<file path="src/hdl/grmc_ram.sv">
// ---------------------------------------------------------------------------
// grmc_ram
// Generic simple dual-port RAM: one write port, one registered read port.
// ---------------------------------------------------------------------------
module grmc_ram #(
    parameter int WIDTH = 8,
    parameter int DEPTH = 256,
    localparam int AW = (DEPTH > 1) ? $clog2(DEPTH) : 1
) (
    input  logic             i_clk,
    input  logic             i_we,
    input  logic [AW-1:0]    i_waddr,
    input  logic [WIDTH-1:0] i_wdata,
    input  logic [AW-1:0]    i_raddr,
    output logic [WIDTH-1:0] o_rdata
);

    logic [WIDTH-1:0] r_mem [DEPTH];
    logic [WIDTH-1:0] r_rdata;

    always_ff @(posedge i_clk) begin
        if (i_we) begin
            r_mem[i_waddr] <= i_wdata;
        end
        r_rdata <= r_mem[i_raddr];
    end

    assign o_rdata = r_rdata;

endmodule

</file>
<file path="config.mk">
export PLATFORM = sky130hd
export DESIGN_NAME = grmc_ram
export DESIGN_NICKNAME = d
export VERILOG_FILES = /design/src/hdl/grmc_ram.sv
export SDC_FILE = /design/constraint.sdc
export NUM_CORES = 2
export LEC_CHECK = 0
export ABC_AREA = 1
export BUFFER_PORTS_ARGS = -buffer_cell sky130_fd_sc_hd__buf_4
export CAP_MARGIN = 5
export CORE_MARGIN = 2
export CORE_UTILIZATION = 40
export CTS_BUF_LIST = sky130_fd_sc_hd__clkbuf_4
export DETAILED_ROUTE_END_ITERATION = 10
export PLACE_DENSITY_LB_ADDON = 0.3
export SLEW_MARGIN = 20
export SYNTH_ARGS = -nofsm -noshare
export SYNTH_HDL_FRONTEND = slang
export SYNTH_SLANG_ARGS = --single-unit
</file>
<file path="constraint.sdc">
create_clock -name i_clk -period 2.81 [get_ports i_clk]
set_input_delay 0.562 -clock i_clk [delete_from_list [all_inputs] [get_ports i_clk]]
set_output_delay 0.562 -clock i_clk [all_outputs]
set_load 0.02 [all_outputs]
</file>
==> impl_results.md <==
* Status: finished clean
* Die width at 460.6 um
* Synthesized area per cell at 11.91 um2
* DPL Wire Length at 146100 um
* Number of fill cells at 18719
* Place WS at -0.2300 ns
* Clock Path Buffers at 4
* Cell leakage power at 35.15 nW
* Mapped Nets at 7029
* Core box area at 207100 um2
* Buf+Inv Stages, Crit Path at 1
* Hold endpoint: o_rdata[7]
* Maxcap violations at 0
* Crit. path cell count at 1
* Setup bufs post-CTS at 0
* CP max stage cell: dfxtp_1
* CTS tree: yes
* Worst hold stages at 6
* Setup violators final at 0
* Core Rows at 167
* Clk sinks at 2056
* Register area share after synthesis at 0.7394
* GPL Wtd Cong at 0.8714
* GRT overflow at 0
* Yosys Warn Count at 0
* Die area at 212200 um2
* Finished Layout Cells at 10815
* Root Driver: clkbuf_4
* Max Fanout on Critical Path at 1
* Flop pwr share at 0.534
* First-pass GRT wire length at 357200 um
* Final Cycle Share at 0.9246
* Hold crit path type: in -> reg
* Ports at 34
* Largest net degree at the start of global routing at 94
* GRT Total Usage at 0.2251
* Yosys cell types at 14
* Multi-input logic area at 19150 um2
* Initial Util at 0.4027
* Placed cell area at 90430 um2
* CP required at 2.25 ns
* CP delay by family, top: flip-flops
* Critical path data arrival time at 2.04 ns
* RR Endpoint: o_rdata[2]
* Worst-path clk slew at 0.06 ns
* Critical path startpoint category: flop
* Layout net count at 7717
* CP peak stage delay at 0.50 ns
* Overall routed net length at 242400 um
* Final instance area at 97140 um2
* DP Cell Count at 9900
* Critical Setup Path Class: reg -> out
* Clk network pwr share at 0.398
* Power Density at 651.8 nW/um2
* Number of buffers created by CTS at 552
* Comb power frac at 0.068
* HP Start: i_raddr[5]
* Routed wire length per instance at 22.41 um
* RSZ-0062 raised after global routing: false
* Final hold violations at 0
* Net Sw Power at 15.02 mW
* Worst Setup End Kind: primary output
* Mapped Cells at 7003
* Area growth from synthesis to layout at 16.48%
* F_max at 384.9 MHz
* Port bufs at 33
* DIE HEIGHT at 460.6 um
* Final min period at 2.598 ns
* Worst slew pin tran at 0.8308 ns
* Fin util at 0.4691
* Synth Register Bits at 2056
* Post-route DRC violation count at 0
* Final worst slack at 0.2118 ns
* Number of vias per cell at 5.367
* Post-route setup TNS at 0 ns
* Mapped cell area at 83400 um2
* Vias in the first global route at 56171
* Final ANT Viol Nets at 0
* Reg2reg start: r_mem[237][2]
* DR iter-0 viols at 6970
* Slew headroom at 0.4455
* R2R cell count at 11
* Internal cell power at 48.30 mW
* Fin. max-slew vios at 0
* DR pass1 iterations at 6
* CP cell instances: buf_4
* Reg area at 61660 um2
* Setup slack, reg-to-reg at 0.47 ns
* Layout cells sized above 1 at 0.1789
* Worst VDD drop at 0.4154 mV
* Clk Latency, worst-skew pair at 1.34 ns
* Final Skew at 0.07549 ns
* Vias after detailed routing at 58042
* Sw Ratio at 0.2372
* Htree depth at 6
* Initial antenna violation count at 13
[registers in the layout (all words and copies together), names as in the netlist]
name / flops
r_mem: 2048
o_rdata: 8
[power by group through the flow]
stage | registers, mW | clock network, mW | logic (mW)
2_1_floorplan | 34.5 | 0 | 2.09
4_1_cts | 33.8 | 25.7 | 4.30
3_3_place_gp | 34.5 | 0 | 4.22
3_5_place_dp | 34.5 | 0 | 4.25
6_report | 33.8 | 25.2 | 4.30
5_1_grt | 33.8 | 27.3 | 4.62
[metrics by stage]
| step | hold WS [ns] | power [mW] |
|---|---|---|
| finish | 0.1129 | 63.32 |
| global route | 0.04904 | 65.70 |
| floorplan | 0.6609 | 36.58 |
| global placement | 0.8471 | 38.71 |
| CTS | 0.02688 | 63.88 |
| detailed placement | 0.8536 | 38.75 |
[timing repair]
action,CTS,global route
setup endpoints to repair,1,0
gates resized for setup,1,0
hold buffers,25,0
hold endpoints to repair,2212,0
[cell type report]
type | count | share of cell area
Sequential cell | 2056 | 0.6348
Clock buffer | 801 | 0.06190
Tap cell | 2788 | 0.03591
Timing Repair Buffer | 617 | 0.06386
Inverter | 39 | 0.001855
Antenna cell | 11 | 0.0002834
Clock inverter | 78 | 0.004315
Multi-Input combinational cell | 4425 | 0.1971
[worst reg2reg max path, stage by stage, from the launching register on]
cell	delay, ns
edfxtp_1	0.37
nand2_1	0.07
nand3_1	0.11
nand3_1	0.13
nand3_1	0.10
nand3_1	0.13
nand3_1	0.30
nand3_1	0.32
nand2_1	0.09
nand2_1	0.06
dlygate4sd3_1	0.54
nand2_1	0.05
[synthesized netlist by cell type]
master	count	area share
dfxtp_1	8	0.0019
clkbuf_1	112	0.0050
buf_8	1	0.00018
nand3_1	2019	0.12
buf_1	40	0.0018
nand2_1	2123	0.096
buf_6	16	0.0022
nor2_1	283	0.013
buf_2	268	0.016
inv_2	2	0.000090
buf_4	46	0.0041
inv_1	36	0.0016
inv_4	1	0.000075
edfxtp_1	2048	0.74
[cell families (layout without fill, tap and decap cells)]
kind of cell	after synthesis	in the layout	share of synthesized area
buffers and inverters	522	1535	0.03119
and+or+nand+nor	4425	4425	0.2295
other	0	11	0
DFF	2056	2056	0.7394
[worst max-delay path by stage]
stage               startpoint            end
floorplan                 i_we  r_mem[162][0]
global placement    i_raddr[1]     o_rdata[2]
detailed placement  i_raddr[1]     o_rdata[2]
CTS                 o_rdata[1]     o_rdata[1]
global route        o_rdata[1]     o_rdata[1]
finish              o_rdata[6]     o_rdata[6]
[metal layers]
layer,share of wire,track usage,up-vias
met5,0.00019,0,-
met4,0.040,0.1010,6
met3,0.085,0.04511,500
met2,0.47,0.3576,2734
met1,0.40,0.2991,28244
li1,-,-,26558
[placed cells by master (no fill, tap or decap), drive strengths merged]
master       instances
nor2               283
inv                 50
dlygate4sd3         25
clkinvlp             1
dfxtp                8
nand2             2123
clkbuf             801
clkinv              62
nand3             2019
buf                592
edfxtp            2048
diode               11
bufinv               4
Power figures use the tool's default switching activity.
