## src/hdl/grmc_pkg.sv

```systemverilog
// ---------------------------------------------------------------------------
// grmc_pkg
// Types, constants and codes shared by the maximum-intensity projection block.
// ---------------------------------------------------------------------------
package grmc_pkg;

    localparam int GRID_COLS  = 256;
    localparam int GRID_ROWS  = 256;
    localparam int CELL_COUNT = GRID_COLS * GRID_ROWS;
    localparam int ADDR_W     = (CELL_COUNT > 1) ? $clog2(CELL_COUNT) : 1;

    localparam int IDX_W     = 10;
    localparam int STEP_W    = 24;
    localparam int OFS_W     = 32;
    localparam int PROD_W    = IDX_W + STEP_W;
    localparam int SUM_W     = PROD_W + 2;
    localparam int FRAC_W    = 16;
    localparam int CELL_W    = SUM_W - FRAC_W - 1;
    localparam int SIZE_W    = 9;
    localparam int HEIGHT_W  = 16;
    localparam int VALUE_W   = 8;
    localparam int COORD_W   = 8;
    localparam int CFG_IDX_W = 3;
    localparam int CFG_DAT_W = 32;

    localparam logic [SUM_W-1:0] HALF_Q16 = SUM_W'(32'h8000);

    typedef enum logic {
        OP_ACCUM = 1'b0,
        OP_READ  = 1'b1
    } t_op;

    typedef enum logic [1:0] {
        ST_UPDATED  = 2'd0,
        ST_BAND     = 2'd1,
        ST_OFF_GRID = 2'd2,
        ST_READ     = 2'd3
    } t_status;

    typedef enum logic [CFG_IDX_W-1:0] {
        CFG_X_OFFSET   = 3'd0,
        CFG_X_STEP     = 3'd1,
        CFG_Y_OFFSET   = 3'd2,
        CFG_Y_STEP     = 3'd3,
        CFG_OUT_WIDTH  = 3'd4,
        CFG_OUT_HEIGHT = 3'd5,
        CFG_MIN_HEIGHT = 3'd6,
        CFG_MAX_HEIGHT = 3'd7
    } t_cfg_idx;

    typedef enum logic [2:0] {
        S_CLEAR,
        S_IDLE,
        S_MUL,
        S_MAP,
        S_RMW,
        S_OUT
    } t_state;

    typedef struct packed {
        t_op                        operation;
        logic [IDX_W-1:0]           voxel_x;
        logic [IDX_W-1:0]           voxel_y;
        logic signed [HEIGHT_W-1:0] plane_height;
        logic [VALUE_W-1:0]         voxel_value;
        logic [COORD_W-1:0]         read_x;
        logic [COORD_W-1:0]         read_y;
    } t_vox_req;

    typedef struct packed {
        logic [COORD_W-1:0] target_x;
        logic [COORD_W-1:0] target_y;
        logic [VALUE_W-1:0] cell_value;
        t_status            status;
    } t_res;

    typedef struct packed {
        logic [CFG_IDX_W-1:0] index;
        logic [CFG_DAT_W-1:0] value;
    } t_cfg_req;

endpackage

```

## src/hdl/grmc_axis_map.sv

```systemverilog
// ---------------------------------------------------------------------------
// grmc_axis_map
// Nearest-cell mapping of one axis: registered index times step, then the
// Q16.16 offset and half-cell rounding, floor and the grid bounds check.
// ---------------------------------------------------------------------------
module grmc_axis_map (
    input  logic                          i_clk,
    input  logic [grmc_pkg::IDX_W-1:0]    i_index,
    input  logic [grmc_pkg::STEP_W-1:0]   i_step,
    input  logic [grmc_pkg::OFS_W-1:0]    i_offset,
    input  logic [grmc_pkg::SIZE_W-1:0]   i_limit,
    output logic [grmc_pkg::CELL_W-1:0]   o_cell,
    output logic                          o_on_grid
);
    import grmc_pkg::*;

    logic [PROD_W-1:0] r_prod;
    logic [SUM_W-1:0]  w_sum;

    always_ff @(posedge i_clk) begin
        r_prod <= PROD_W'(i_index) * PROD_W'(i_step);
    end

    assign w_sum = {{(SUM_W - OFS_W){i_offset[OFS_W-1]}}, i_offset}
                 + {{(SUM_W - PROD_W){1'b0}}, r_prod}
                 + HALF_Q16;

    assign o_cell    = w_sum[SUM_W-2:FRAC_W];
    assign o_on_grid = !w_sum[SUM_W-1] && (o_cell < CELL_W'(i_limit));

endmodule

```

## config.mk

```make
export PLATFORM = sky130hd
export DESIGN_NAME = grmc_axis_map
export DESIGN_NICKNAME = d
export VERILOG_FILES = /design/src/hdl/grmc_pkg.sv /design/src/hdl/grmc_axis_map.sv
export SDC_FILE = /design/constraint.sdc
export NUM_CORES = 1
export LEC_CHECK = 0
export BUFFER_PORTS_ARGS = -buffer_cell sky130_fd_sc_hd__buf_4
export CAP_MARGIN = 20
export CORE_MARGIN = 3
export CORE_UTILIZATION = 60
export DETAILED_ROUTE_END_ITERATION = 6
export GPL_ROUTABILITY_DRIVEN = 0
export PLACE_DENSITY_LB_ADDON = 0.3
export RECOVER_POWER = 50
export SYNTH_ARGS = -nofsm -noshare
export SYNTH_HDL_FRONTEND = slang
export SYNTH_SLANG_ARGS = --single-unit
```

## constraint.sdc

```tcl
create_clock -name i_clk -period 7.1 [get_ports i_clk]
set_input_delay 1.42 -clock i_clk [delete_from_list [all_inputs] [get_ports i_clk]]
set_output_delay 1.42 -clock i_clk [all_outputs]
set_load 0.1 [all_outputs]
```

==> results list <==
- The portion of synthesized area spent on multiplexers is 0.001971.
* Final ANT Viol Nets: 0
* Worst slack at placement: around 0.13 ns
- Ys flop type: dfxtp_1
- In the final design database the tool counted 1602 nets.
- The worst setup path is captured at an output port.
* Maximum single-stage delay on the critical path: 0.39 ns
- Avg Synthesized Cell Area: 8.854 um^2
- Pin placement for this block handled 96 I/O pins.
- After detailed placement, the design holds a cell count of 1417.
- Setup violations remaining at the end of the flow were counted as 0.
- Core area: 16230 um^2
* Final instance count without filler cells: roughly 1400
- Setup repair after global routing left no endpoint under its margin.
* Wire length of the first global-routing pass: 38120 um
- Synthesis produced about 1100 cells.
- The flow ran to the end, and the final reports show no timing, DRC or antenna violations.
- Clock tree synthesis inserted a total of 5 buffers.
- Via count: slightly below 8000
- After detailed routing, the average wire length per cell comes to 15.62 um.
- The first TritonRoute pass finished after 7 iterations.
- Maximum number of pins on one net before global-route repair: 25
- Maximum capacitance violations: 0
- The synthesized netlist occupies a cell area of approximately 10000 um^2.
- Sum of net half-perimeters after detailed placement: about 19000 um
* Arrival time worst endpoint: 5.37 ns
- Dominant combinational cell family by area after synthesis: adder cells
- The number of hold-slack violations in the final timing report was 0.
* Diodes inserted: 0
- The signal on the critical path passes through buf_4, ha_4, ha_4, and3_4, a221o_1, a2bb2oi_4, o211ai_1, nor2b_1, o41a_4, ha_1, nand4_1, nor2_2, a211oi_1, o21ai_1, nor4_2, nand4bb_1, nor4_2, nor4b_4, buf_6.
- The floorplan step defined a die boundary enclosing 18520 um^2.
- Synthesis inferred 34 register bits.
- On the critical path, the stage with the largest delay is an instance of a221o_1.
- The compound-gate portion of the synthesized area is 0.1045.
- Quantity of hold-fixing buffers added after cts: 0
- Share of layout cells above drive strength 1: 0.1198
- Final Worst Setup Slack: 0.3075 ns
- Class of the most critical setup path: in -> out
- Width of the chip: 136.1 um
* Number of enable-type register cells in the synthesized netlist: 0
* Final period demand of the worst path: 6.793 ns
- Critical Path Sink: o_on_grid
- Yosys mapped the design onto between 50 and 60 distinct sky130hd cell types.
- By area the synthesized netlist is led by fa_1 (34%), ha_1 (18%), and2_1 (7.8%).
* Number of vias per cell: 5.573
* Yosys warns: 0
- Measured along the y axis, the die boundary spans about 140 um.
* Vias in the first global route: roughly 8200
- Worst-path clk slew: 0.05 ns
- Relative slew slack: 0.2167
- Number of antenna violations at the first check in global routing: 0
* Initial DRC Count: 364
- For this run, asynchronously set or reset flops after synthesis account for 0.
- Synth Area in Simple Gates: 0.1812
* Max FFs per register: 34
- TritonCTS built the clock tree.
* H-tree depth reported by CTS: 2
* Clock Tree Buf Depth: 2
* Highest clock frequency the design can meet: 147.2 MHz
- Total GRT Usage: 0.2533
* Xor and xnor area share after synthesis: 0.03967
- In this run the core area contains 46 standard-cell rows.
- After detailed routing, the total wire length is 22280 um.
- In the final layout, the registers with the most flip-flops are r_prod: 34 flops.
- The largest total area in the synthesized netlist belongs to fa_1.
- CTS sink cnt: 34
- Once layout is complete, the utilization of the core stands at 0.7128.
- Total of buffers placed on input and output ports: 95
- The cell sitting at the root of the clock tree is a clkbuf_16.
- Setup TNS Final: 0 ns
* Register with the most flip-flops: r_prod
* Growth of design area from synthesis to finish: 13.92%
* Post-synth top area share: 0.3430
* Post-Synthesis Net Count: roughly 1500
- Dividing the final minimum period by the clock period gives 0.9567.
- Along the worst path, the maximum fanout reaches 4.
* Critical Path Source Type: primary input
* Drc violations: 0
- Kind of path behind the tightest hold check: in -> reg
- The share of the Yosys chip area taken by registers is 0.06702.
* Starting density of the core: 0.6257
* Worst path required time: 5.68 ns
- Fin. max-slew vios: 0
- Global routing finished with a remaining overflow of 0.
- In this run the worst setup path begins at i_offset[7].
- For the pin with the worst max-slew slack, the measured transition is 1.180 ns.
- Of the total synthesized cell area, the portion taken by full adders, half adders and majority gates is 0.5192.
==> critical path: cells and delay by family <==
kind            cells  cell delay, ns
fa+ha+maj           3            0.76
compound gates      6            1.51
simple gates        8            1.29
buf+inv             2            0.38
==> layout by cell type (no fill, tap or decap), types with 3 or more instances in the layout <==
cell,n
inv_1,189
ha_1,122
o21bai_1,3
nand4_1,9
o21ai_1,5
nand2_1,137
fa_1,174
nor3b_1,3
buf_4,83
clkbuf_1,15
a31oi_1,5
nand2b_1,7
o31ai_1,4
xnor2_4,5
and2_1,124
dfxtp_1,34
a21o_1,28
clkbuf_16,5
nand3_1,8
nor2b_1,7
nor3_1,5
xor2_1,12
ha_4,21
xnor2_1,27
o211ai_1,4
nor2_1,32
o21a_1,6
o21ai_0,23
and3_1,3
a211oi_1,8
a21oi_1,40
==> repair_timing <==
action,4_1_cts,5_1_grt
buffers inserted,0,1
resized for setup,0,4
setup endpoints to repair,0,2
==> metal layers <==
layer / track usage / part of all wire
met5: 0 / 0
met4: 0.04983 / 0.0098
met3: 0.02776 / 0.064
met2: 0.4205 / 0.48
met1: 0.3637 / 0.45
==> kinds of logic after synthesis <==
kind of cell / Yosys count
buf+inv: 234
fa+ha+maj: 317
xor+xnor: 46
flops: 34
simple gates: 358
mux: 2
compound gates: 156
==> synth_stat cells, drive strengths merged, types with 5 or more instances <==
cell type	n
nand4	9
nand2b	8
o31ai	5
nor3	5
xnor2	32
and3	5
a21o	28
a21oi	43
and2	126
nor2	34
o21ai	30
a211oi	8
xor2	14
nand2	138
clkbuf	43
ha	143
nand3	8
inv	191
nor2b	7
fa	174
dfxtp	34
o21a	6
a31oi	6
==> through the flow <==
| step | cell area, um^2 | hold slack [ns] |
|---|---|---|
| after CTS | 11590 | 1.426 |
| final | 11570 | 1.438 |
| after floorplan | 10610 | 1.542 |
| after detailed placement | 11450 | 1.716 |
| after global placement | 11450 | 1.718 |
| after global routing | 11570 | 1.447 |
==> final cells by class <==
cell class / count / area, um^2
multi-input combinational: 879 / 9067
tap: 216 / 270.3
fill: 1302 / 4661
timing repair buffer: 98 / 686.9
clock inverter: 1 / 5.005
inverter: 191 / 716.9
clock buffer: 7 / 142.6
sequential: 34 / 680.7
==> worst min-delay path by stage <==
stage	startpoint	endpoint	slack, ns	cells past startpoint
after floorplan	i_index[0]	r_prod[0]	1.54	1
after global placement	i_step[0]	r_prod[0]	1.72	2
after detailed placement	i_step[0]	r_prod[0]	1.72	2
after CTS	i_step[0]	r_prod[0]	1.43	2
after global routing	i_step[0]	r_prod[0]	1.45	2
final	i_step[0]	r_prod[0]	1.44	2
Power is left out: the tool's default activity adds up to more than one toggle a clock period on the data nets, which glitch-free logic cannot reach.
